[src/rtl/core/lec_pkg.sv]
// ----------------------------------------------------------------------------
// lec_pkg
// shared types and constants of the eigenvector-basis discriminant classifier
// ----------------------------------------------------------------------------
package lec_pkg;

  // input transaction kinds, carried in tuser
  typedef enum logic [2:0] {
    OP_MEAN   = 3'd0,
    OP_VECTOR = 3'd1,
    OP_EIGVAL = 3'd2,
    OP_PRIOR  = 3'd3,
    OP_SAMPLE = 3'd4
  } lec_op_e;

  // configuration register indexes
  typedef enum logic [1:0] {
    REG_FRACTION   = 2'd0,
    REG_DIMS       = 2'd1,
    REG_COMPONENTS = 2'd2,
    REG_CLASSES    = 2'd3
  } lec_reg_e;

  // controller states
  typedef enum logic [4:0] {
    ST_IDLE,
    ST_SUM_RD,
    ST_SUM_ACC,
    ST_LIMIT,
    ST_CLS_INIT,
    ST_EIG_RD,
    ST_EIG_LD,
    ST_KEEP_CHK,
    ST_MAC_RD,
    ST_MAC_MUL,
    ST_MAC_ACC,
    ST_DIV_GO,
    ST_DIV_WAIT,
    ST_SQ,
    ST_DIST,
    ST_COMP_NEXT,
    ST_SCORE,
    ST_BEST,
    ST_FINISH
  } lec_state_e;

  localparam logic [63:0] DIST_CAP = 64'h7FFF_FFFF_FFFF_FFFF;

  // controller to datapath
  typedef struct packed {
    logic ready;
    logic c_clr;
    logic c_inc;
    logic d_clr;
    logic d_inc;
    logic k_clr;
    logic k_inc;
    logic sum_clr;
    logic sum_acc;
    logic limit_ld;
    logic eig_ld;
    logic p_clr;
    logic prod_ld;
    logic p_acc;
    logic div_start;
    logic sq_ld;
    logic dist_clr;
    logic dist_acc;
    logic score_ld;
    logic best_upd;
    logic out_ld;
  } lec_cmd_t;

  // datapath to controller
  typedef struct packed {
    logic start;
    logic c_last;
    logic d_last;
    logic k_last;
    logic keep;
    logic div_busy;
    logic out_free;
  } lec_sts_t;

endpackage

[src/rtl/core/lec_ctrl.sv]
// ----------------------------------------------------------------------------
// lec_ctrl
// sequencer over classes, components and dimensions
// ----------------------------------------------------------------------------
module lec_ctrl (
  input  logic              clk_i,
  input  logic              rst_ni,
  input  lec_pkg::lec_sts_t sts_i,
  output lec_pkg::lec_cmd_t cmd_o
);

  lec_pkg::lec_state_e state_q, state_d;

  // state register
  always_ff @(posedge clk_i or negedge rst_ni) begin
    if (!rst_ni) begin
      state_q <= lec_pkg::ST_IDLE;
    end else begin
      state_q <= state_d;
    end
  end

  // next state and commands
  always_comb begin
    state_d = state_q;
    cmd_o   = '0;
    unique case (state_q)
      lec_pkg::ST_IDLE: begin
        cmd_o.ready = 1'b1;
        if (sts_i.start) begin
          cmd_o.c_clr   = 1'b1;
          cmd_o.sum_clr = 1'b1;
          state_d       = lec_pkg::ST_SUM_RD;
        end
      end
      lec_pkg::ST_SUM_RD: state_d = lec_pkg::ST_SUM_ACC;
      lec_pkg::ST_SUM_ACC: begin
        cmd_o.sum_acc = 1'b1;
        if (sts_i.c_last) begin
          state_d = lec_pkg::ST_LIMIT;
        end else begin
          cmd_o.c_inc = 1'b1;
          state_d     = lec_pkg::ST_SUM_RD;
        end
      end
      lec_pkg::ST_LIMIT: begin
        cmd_o.limit_ld = 1'b1;
        cmd_o.k_clr    = 1'b1;
        state_d        = lec_pkg::ST_CLS_INIT;
      end
      lec_pkg::ST_CLS_INIT: begin
        cmd_o.dist_clr = 1'b1;
        cmd_o.c_clr    = 1'b1;
        state_d        = lec_pkg::ST_EIG_RD;
      end
      lec_pkg::ST_EIG_RD: state_d = lec_pkg::ST_EIG_LD;
      lec_pkg::ST_EIG_LD: begin
        cmd_o.eig_ld = 1'b1;
        state_d      = lec_pkg::ST_KEEP_CHK;
      end
      lec_pkg::ST_KEEP_CHK: begin
        if (sts_i.keep) begin
          cmd_o.d_clr = 1'b1;
          cmd_o.p_clr = 1'b1;
          state_d     = lec_pkg::ST_MAC_RD;
        end else begin
          state_d = lec_pkg::ST_COMP_NEXT;
        end
      end
      lec_pkg::ST_MAC_RD: state_d = lec_pkg::ST_MAC_MUL;
      lec_pkg::ST_MAC_MUL: begin
        cmd_o.prod_ld = 1'b1;
        state_d       = lec_pkg::ST_MAC_ACC;
      end
      lec_pkg::ST_MAC_ACC: begin
        cmd_o.p_acc = 1'b1;
        if (sts_i.d_last) begin
          state_d = lec_pkg::ST_DIV_GO;
        end else begin
          cmd_o.d_inc = 1'b1;
          state_d     = lec_pkg::ST_MAC_RD;
        end
      end
      lec_pkg::ST_DIV_GO: begin
        cmd_o.div_start = 1'b1;
        state_d         = lec_pkg::ST_DIV_WAIT;
      end
      lec_pkg::ST_DIV_WAIT: begin
        if (!sts_i.div_busy) state_d = lec_pkg::ST_SQ;
      end
      lec_pkg::ST_SQ: begin
        cmd_o.sq_ld = 1'b1;
        state_d     = lec_pkg::ST_DIST;
      end
      lec_pkg::ST_DIST: begin
        cmd_o.dist_acc = 1'b1;
        state_d        = lec_pkg::ST_COMP_NEXT;
      end
      lec_pkg::ST_COMP_NEXT: begin
        if (sts_i.c_last) begin
          state_d = lec_pkg::ST_SCORE;
        end else begin
          cmd_o.c_inc = 1'b1;
          state_d     = lec_pkg::ST_EIG_RD;
        end
      end
      lec_pkg::ST_SCORE: begin
        cmd_o.score_ld = 1'b1;
        state_d        = lec_pkg::ST_BEST;
      end
      lec_pkg::ST_BEST: begin
        cmd_o.best_upd = 1'b1;
        if (sts_i.k_last) begin
          state_d = lec_pkg::ST_FINISH;
        end else begin
          cmd_o.k_inc = 1'b1;
          state_d     = lec_pkg::ST_CLS_INIT;
        end
      end
      lec_pkg::ST_FINISH: begin
        if (sts_i.out_free) begin
          cmd_o.out_ld = 1'b1;
          state_d      = lec_pkg::ST_IDLE;
        end
      end
      default: state_d = lec_pkg::ST_IDLE;
    endcase
  end

endmodule

[config.mk]
export PLATFORM = sky130hd
export DESIGN_NAME = lec_ctrl
export DESIGN_NICKNAME = d
export VERILOG_FILES = /design/src/rtl/core/lec_pkg.sv /design/src/rtl/core/lec_ctrl.sv
export SDC_FILE = /design/constraint.sdc
export NUM_CORES = 1
export LEC_CHECK = 0
export BUFFER_PORTS_ARGS = -buffer_cell sky130_fd_sc_hd__buf_4
export CAP_MARGIN = 20
export CORE_AREA = 3 3 41 43
export DETAILED_ROUTE_END_ITERATION = 6
export DIE_AREA = 0 0 44 46
export HOLD_SLACK_MARGIN = 0.03
export PLACE_DENSITY_LB_ADDON = 0.1
export SETUP_SLACK_MARGIN = 0.4
export SLEW_MARGIN = 15
export SYNTH_ARGS = -nofsm -noshare
export SYNTH_HDL_FRONTEND = slang
export SYNTH_SLANG_ARGS = --single-unit
[constraint.sdc]
create_clock -name clk_i -period 1.8 [get_ports clk_i]
set_input_delay 0.09 -clock clk_i [delete_from_list [all_inputs] [get_ports clk_i]]
set_output_delay 0.09 -clock clk_i [all_outputs]
set_load 0.1 [all_outputs]
==> run metrics, run 1 <==
H-tree Lvls 1; outcome aborted with a tool error; IO Pins 30; mux cell area share after synthesis 0.01747; Synth Area in Compound Gates 0.2533; Inst Count DP 121; Die W 44 um; DP Worst Slack 227.5 ps; starting density of the core 0.4296; Clock Path Buffers 2; Stopped at 4_1_cts; row count 13; number of synthesized flops with an enable pin 0; Buffers on Ports 29; root buf cell clkbuf_4; post-synthesis sequential area ratio 0.2183; Mapped Cells 77; GPL Wtd Cong 0.8658; clock tree sinks 5; tool error [ERROR DPL-0038] Utilization greater than 100%, impossible to legalize; #FFs+latches synth 5; Synth Cell Area 573.1 um^2; top cell type by total area after synthesis dfrtp_1; top cell type's share of synthesized area 0.2183; Synth async-reset ratio 1.000; Post-CTS Setup Inserts 14; chip height 46 um; Avg Cell Area, Syn 7.442 um^2; Mapped Nets 86; Synth Area in Adders 0; Hold Buf Count CTS 1; CTS Buf Count 3; ranking of synthesized cells by area dfrtp_1, nor2_1, nor3_1; Synth cell types 35; Post-Synth Simple-Gate Area 0.3646; largest family of logic cells by synthesized area simple AND/OR/NAND/NOR gates; placed cell areas 0.001006 mm^2; Ys Warns 0; DP Wirelength 1465 um; post-cts gate resize count 74; ys flop type dfrtp_1; Post-Synth XOR/XNOR Area 0.01528
-- logic make-up after synthesis --
logic type / count (synthesis)
buffers and inverters: 13
XOR/XNOR: 1
flip-flops: 5
multiplexers: 1
AND/OR/NAND/NOR: 41
AO/OA/AOI/OAI: 16
-- synthesized netlist by cell type (all sizes together) (2+ instances only) --
library cell and instances:
nand2b 4, o21ai 3, o221ai 2, nor2 16, dfrtp 5, nor4 2
inv 4, clkbuf 2, buf 7, nand3 2, nor3 6, nand2 3
nand3b 2
-- through the flow --
stage,hold slack (ps),util
after detailed placement,-101.5,0.7542
after global placement,-102.2,0.7542
after floorplan,-205.6,-
==> run 2: changes to the inputs <==
--- a/config.mk
+++ b/config.mk
@@ -7,12 +7,10 @@
 export LEC_CHECK = 0
 export BUFFER_PORTS_ARGS = -buffer_cell sky130_fd_sc_hd__buf_4
 export CAP_MARGIN = 20
-export CORE_AREA = 3 3 41 43
+export CORE_AREA = 3 3 64 66
 export DETAILED_ROUTE_END_ITERATION = 6
-export DIE_AREA = 0 0 44 46
-export HOLD_SLACK_MARGIN = 0.03
-export PLACE_DENSITY_LB_ADDON = 0.1
-export SETUP_SLACK_MARGIN = 0.4
+export DIE_AREA = 0 0 67 69
+export PLACE_DENSITY_LB_ADDON = 0.15
 export SLEW_MARGIN = 15
 export SYNTH_ARGS = -nofsm -noshare
 export SYNTH_HDL_FRONTEND = slang
==> run metrics, run 2 <==
clock skew 5.399 ps; DP Wirelength 1668 um; Setup CP Type reg -> out; starting density of the core 0.1577; crit path launch type flop; Post-CTS Setup Inserts 0; Hold Vio Cnt, Final 0; ys flop type dfrtp_1; commonest non-fill, non-tap cell in the layout buf_4; initial antenna violation count 0; Ys Warns 0; largest net degree at the start of global routing 15; wire per inst 12.68 um; clock-pin slew on the worst setup and hold paths 40 ps; CTS Buf Count 3; CTS tree done; post-layout min period 1712 ps; Max Cap Violations 0; ranking of synthesized cells by area dfrtp_1, nor2_1, nor3_1; root buf cell clkbuf_8; commonest non-fill, non-tap cells in the layout buf_4, buf_6, nor2_2; Top reg by flops state_q; Synth Cell Area 573.1 um^2; outcome finished clean; WP data required 1710 ps; Die W 67 um; row count 22; IO Pins 30; GPL Wtd Cong 0.7934; count of pins over their slew limit 0; WL final 2016 um; Mapped Cells 77; final setup violation count 0; number of synthesized flops with an enable pin 0; WP data arrival 1620 ps; ANT nets after route 0; Clock Path Buffers 2; fin crit share 0.9511; final net count 121; worst-skew pair later-pin latency 230 ps; post-synthesis sequential area ratio 0.2183; RSZ-0062 raised after global routing false; Avg Cell Area, Syn 7.442 um^2; clock tree sinks 5; Worst slew margin 0.7736; H-tree Lvls 1; DRC 0; initial DRC count 20; Vias 686; synthesis-to-layout area growth 87.77%; Fmax achieved 0.5841 GHz; CP max FO 14; Total Die Area 0.004623 mm^2; max reg flops 5; antenna cells 0; chip height 69 um; commonest cells in the netlist nor2_1, nor3_1, dfrtp_1; DP Worst Slack 201.4 ps; number of global-route vias before repair 690; crit path capture type output port; top cell type by total area after synthesis dfrtp_1; Pre-antenna DRT Iters 4; gr usage total 0.09236; final setup margin 87.99 ps; share of cells above drive strength 1 0.6306; most frequent cell after synthesis nor2_1; #FFs+latches synth 5; top flop regs state_q: 5 flops; global-route wire length before repair 3415 um; gr ovfl total 0; Synth cell types 35; worst min path class in -> reg; top cell type's share of synthesized area 0.2183; core area 0.003633 mm^2; Synth async-reset ratio 1.000; routed vias/inst 4.314; Mapped Nets 86; Worst-Margin Slew 339.6 ps; Buffers on Ports 29
[run 2: area by class of cell]
cell class              count  area, um^2
flip-flops and latches      5       126.4
well taps                  48       60.06
fillers                   406        2557
repair buffers             39       325.3
inverters                   4       15.01
clock buffers               4       45.04
multi-input cells          59       504.2
[run 2: stage by stage]
step	cells	area (um^2)	util	hold WS, ps	setup TNS [ps]
2_1_floorplan	77	718.2	-	-205.6	-2406
3_3_place_gp	154	977.2	0.2689	-106.6	0
3_5_place_dp	154	977.2	0.2689	-104.2	0
4_1_cts	159	1045	0.2875	151.7	0
5_1_grt	159	1076	0.2961	147.6	0
6_report	159	1076	0.2961	150.9	0
[run 2: logic make-up (layout without fill, tap and decap cells)]
group,count (synthesis),count (layout),share of synthesized area
XOR/XNOR,1,1,0.01529
AO/OA/AOI/OAI,16,16,0.2533
flip-flops,5,5,0.2183
multiplexers,1,1,0.01747
buffers and inverters,13,47,0.1310
AND/OR/NAND/NOR,41,41,0.3646
[run 2: what timing repair did]
item | CTS | global route
endpoints found under the hold margin | 5 | 0
gates resized for setup | 3 | 10
setup endpoints to repair | 3 | 7
hold buffers | 1 | 0
cloned | 0 | 0
pin swaps | 0 | 1
[run 2: path summary, 6_finish.rpt]
path                                   end  cells after the start       start  slack (ps)
worst max-delay path             cmd_o[14]                      4  state_q[4]          90
worst min-delay path            state_q[4]                      2    sts_i[5]         150
worst max register to register  state_q[0]                      4  state_q[4]         250
worst min register to register  state_q[3]                      2  state_q[4]         610
max in group asynchronous       state_q[2]                      2      rst_ni        1470
min in group asynchronous       state_q[3]                      2      rst_ni         200
[run 2: critical path, stage by stage, from the launching register on]
cell and delay [ps]:
dfrtp_1 350, buf_6 160, or3b_4 430, nor3_2 200, buf_6 250
[run 2: per-layer routing]
layer / wire length, um / global-route usage / part of all wire / vias up
met5: 0 / 0 / 0 / -
met4: 26 / 0.04054 / 0.013 / 0
met3: 95 / 0.01303 / 0.047 / 2
met2: 994 / 0.1463 / 0.49 / 20
met1: 900 / 0.1218 / 0.45 / 323
li1: - / - / - / 341
Power of run 2 is not shown: default switching activity piles up to over one toggle a cycle in this logic, so the estimate is an artifact.
==> run 3: changes to the inputs <==
--- a/config.mk
+++ b/config.mk
@@ -10,7 +10,7 @@
 export CORE_AREA = 3 3 64 66
 export DETAILED_ROUTE_END_ITERATION = 6
 export DIE_AREA = 0 0 67 69
-export PLACE_DENSITY_LB_ADDON = 0.15
+export PLACE_DENSITY_LB_ADDON = 0.12
 export SLEW_MARGIN = 15
 export SYNTH_ARGS = -nofsm -noshare
 export SYNTH_HDL_FRONTEND = slang
==> run metrics, run 3 (same netlist as run 2, synthesis figures left out) <==
DRC 0; share of cells above drive strength 1 0.6250; Total Die Area 0.004623 mm^2; chip height 69 um; top flop regs state_q: 5 flops; clock-pin slew on the worst setup and hold paths 40 ps; multi-input logic area 499.2 um^2; Reg-to-Reg End state_q[0]; WP data arrival 1650 ps; starting density of the core 0.1577; root buf cell clkbuf_8; number of global-route vias before repair 697; largest net degree at the start of global routing 14; Setup CP Type reg -> out; routed vias/inst 4.363; worst min path class in -> reg; gr ovfl total 0; outcome finished clean; fill count 416; Worst slew margin 0.7661; min-delay src sts_i[5]; initial DRC count 20; core area 0.003633 mm^2; Fmax achieved 0.5747 GHz; commonest non-fill, non-tap cells in the layout buf_4, nor2_2, buf_6; GPL Wtd Cong 0.7348; antenna cells 0; CP max FO 11; CP max stage delay 470 ps; post-layout min period 1740 ps; max reg flops 5; Die W 67 um; WP data required 1710 ps; initial antenna violation count 0; cell area after layout 0.001075 mm^2; final net count 122; Worst-Margin Slew 350.9 ps; CP max stage cell dfrtp_1; reg-to-reg slack, setup 300 ps; Inst Count DP 155; clock tree sinks 5; Max Cap Violations 0; worst-skew pair later-pin latency 230 ps; CTS Buf Count 3; fin crit share 0.9667; Pre-antenna DRT Iters 4; global-route wire length before repair 3519 um; Vias 698; Top reg by flops state_q; row count 22; setup TNS 0 ps; placed cell areas 984.7 um^2; Register Area 125.1 um^2; crit path launch type flop; RR Startpoint state_q[4]; r2r worst-path depth 4; synthesis-to-layout area growth 87.55%; Clock Path Buffers 2; final setup violation count 0; H-tree Lvls 1; worst-path cell chain or2_2, nor2_4, and2_4, buf_4; count of pins over their slew limit 0; DP Wirelength 1787 um; WL final 2129 um; RSZ-0062 raised after global routing false; crit path capture type output port; Buffers on Ports 29; commonest non-fill, non-tap cell in the layout buf_4; Hold Vio Cnt, Final 0; ANT nets after route 0; IO Pins 30; final core utilization 0.2958; clock skew 1.419 ps; critical path endpoint cmd_o[13]; non-filler cells, final 160; gr usage total 0.1006; wire per inst 13.31 um; Critical Path Source state_q[0]; CTS tree done
-- run 3: what timing repair did --
action / 4_1_cts / 5_1_grt
endpoints found under the hold margin: 5 / 0
hold buffers: 1 / 0
resized for setup: 0 / 9
setup buffers: 0 / 0
endpoints found under the setup margin: 0 / 6
-- run 3: worst max-delay path: cells and delay by family, from the launching register on --
kind / cells / cell delay, ps
buffers and inverters: 1 / 270
and+or+nand+nor: 3 / 680
DFF: 1 / 470
-- run 3: worst min-delay path by stage --
stage | end | slack, ps | depth (start not counted)
3_5_place_dp | state_q[1] | -100 | 1
3_3_place_gp | state_q[0] | -100 | 1
4_1_cts | state_q[4] | 140 | 2
5_1_grt | state_q[4] | 170 | 2
6_report | state_q[4] | 150 | 2
2_1_floorplan | state_q[0] | -210 | 0
-- run 3: final cells by class --
class | instances | area share
Multi-Input combinational cell | 59 | 0.4645
Sequential cell | 5 | 0.1164
Inverter | 4 | 0.01397
Timing Repair Buffer | 40 | 0.3062
Tap cell | 48 | 0.05588
Clock buffer | 3 | 0.03842
Clock inverter | 1 | 0.004657
-- run 3: routing by layer --
metal	GRT usage	up-vias	share of wire
li1	-	344	-
met1	0.1308	325	0.45
met2	0.1583	24	0.46
met3	0.01629	5	0.062
met4	0.04730	0	0.023
met5	0	-	0
-- run 3: per-stage QoR --
| step | worst slack [ps] | hold slack [ps] |
|---|---|---|
| 2_1_floorplan | -449.9 | -205.6 |
| 4_1_cts | 4.053 | 140.5 |
| 3_5_place_dp | 249.9 | -99.07 |
| 3_3_place_gp | 264.8 | -100.3 |
| 6_report | 59.99 | 145.3 |
| 5_1_grt | 9.005 | 171.1 |
Power of run 3 is left out for the same reason.
==> run 4: changes to the inputs <==
--- a/config.mk
+++ b/config.mk
@@ -8,6 +8,7 @@
 export BUFFER_PORTS_ARGS = -buffer_cell sky130_fd_sc_hd__buf_4
 export CAP_MARGIN = 20
 export CORE_AREA = 3 3 64 66
+export CTS_BUF_LIST = sky130_fd_sc_hd__clkbuf_16
 export DETAILED_ROUTE_END_ITERATION = 6
 export DIE_AREA = 0 0 67 69
 export PLACE_DENSITY_LB_ADDON = 0.12
==> run metrics, run 4 (same netlist as run 2, synthesis figures left out) <==
starting density of the core 0.1577; RSZ-0062 raised after global routing false; CP max stage delay 470 ps; WP data arrival 1660 ps; global-route wire length before repair 3574 um; initial DRC count 18; Top reg by flops state_q; Register Area 125.1 um^2; final setup violation count 0; worst-skew pair later-pin latency 230 ps; worst min path class in -> reg; clock skew 0.4316 ps; wire per inst 13.41 um; Total Die Area 0.004623 mm^2; worst-path cell chain or2_2, nor2_4, and2_4, buf_4; WP data required 1710 ps; cell area after layout 0.001105 mm^2; fin crit share 0.9727; root buf cell clkbuf_16; count of pins over their slew limit 0; ANT nets after route 0; min-delay src sts_i[5]; clock-pin slew on the worst setup and hold paths 40 ps; routed vias/inst 4.331; critical path's top delay family simple AND/OR/NAND/NOR gates; DP Wirelength 1787 um; initial antenna violation count 0; fill count 411; commonest non-fill, non-tap cells in the layout buf_4, nor2_2, nor2_1, buf_6, dfrtp_1; commonest non-fill, non-tap cell in the layout buf_4; gr usage total 0.1019; post-layout min period 1751 ps; clock tree sinks 5; Fmax achieved 0.5711 GHz; CTS tree done; Buffers on Ports 29; DRC 0; outcome finished clean; Max Cap Violations 0; H-tree Lvls 1; largest net degree at the start of global routing 14; IO Pins 30; chip height 69 um; final net count 122; antenna cells 0; Clock Path Buffers 2; GPL Wtd Cong 0.7348; Critical Path Source state_q[0]; CP max FO 11; max reg flops 5; synthesis-to-layout area growth 92.79%; Die W 67 um; placed cell areas 984.7 um^2; crit path capture type output port; Worst slew margin 0.7646; CP max stage cell dfrtp_1; Setup CP Type reg -> out; CP bufs+invs 1; row count 22; RR Startpoint state_q[4]; share of cells above drive strength 1 0.6250; Inst Count DP 155; number of global-route vias before repair 708; Hold Vio Cnt, Final 0; non-filler cells, final 160; gr ovfl total 0; WL final 2146 um; top flop regs state_q: 5 flops; final core utilization 0.3041; multi-input logic area 499.2 um^2; crit path launch type flop; Vias 693; Post-CTS Setup Inserts 0; CTS Buf Count 3; Worst-Margin Slew 353.1 ps; Pre-antenna DRT Iters 4; core area 0.003633 mm^2
run 4: layout make-up:
| cell class | count | area share |
|---|---|---|
| clock buffers | 3 | 0.06795 |
| flip-flops and latches | 5 | 0.1133 |
| inverters | 4 | 0.01359 |
| multi-input cells | 59 | 0.4519 |
| clock inverters | 1 | 0.004530 |
| repair buffers | 40 | 0.2945 |
| well taps | 48 | 0.05436 |
run 4: final timing paths:
| kind | slack [ps] | depth (start not counted) | endpoint |
|---|---|---|---|
| worst max-delay path | 50 | 4 | cmd_o[13] |
| worst min-delay path | 140 | 2 | state_q[4] |
| worst max register to register | 280 | 4 | state_q[0] |
| worst min register to register | 680 | 3 | state_q[0] |
| max in group asynchronous | 1490 | 2 | state_q[0] |
| min in group asynchronous | 200 | 2 | state_q[1] |
run 4: metrics by stage:
| step | TNS [ps] | hold WS (ps) | setup slack [ps] |
|---|---|---|---|
| floorplan | -2406 | -205.6 | -449.9 |
| global placement | 0 | -100.3 | 264.8 |
| detailed placement | 0 | -99.07 | 249.9 |
| CTS | 0 | 139.2 | 3.712 |
| global route | 0 | 171.8 | 1.686 |
| finish | 0 | 139.7 | 49.06 |
run 4: timing repair:
item                       4_1_cts  5_1_grt
hold endpoints to repair         5        0
hold buffers                     1        0
gates resized for setup          0        8
setup endpoints to repair        0        6
run 4: routing by layer:
layer	vias to the layer above	GRT usage	part of all wire
met3	5	0.01629	0.062
met1	319	0.1338	0.45
li1	345	-	-
met2	24	0.1594	0.46
met5	-	0	0
met4	0	0.04730	0.022
run 4: worst register-to-register path, stage by stage (launching register included):
cell,delay (ps)
dfrtp_1,380
buf_4,180
nand3b_1,220
o32a_1,400
a221oi_2,240
Power of run 4 is left out for the same reason.
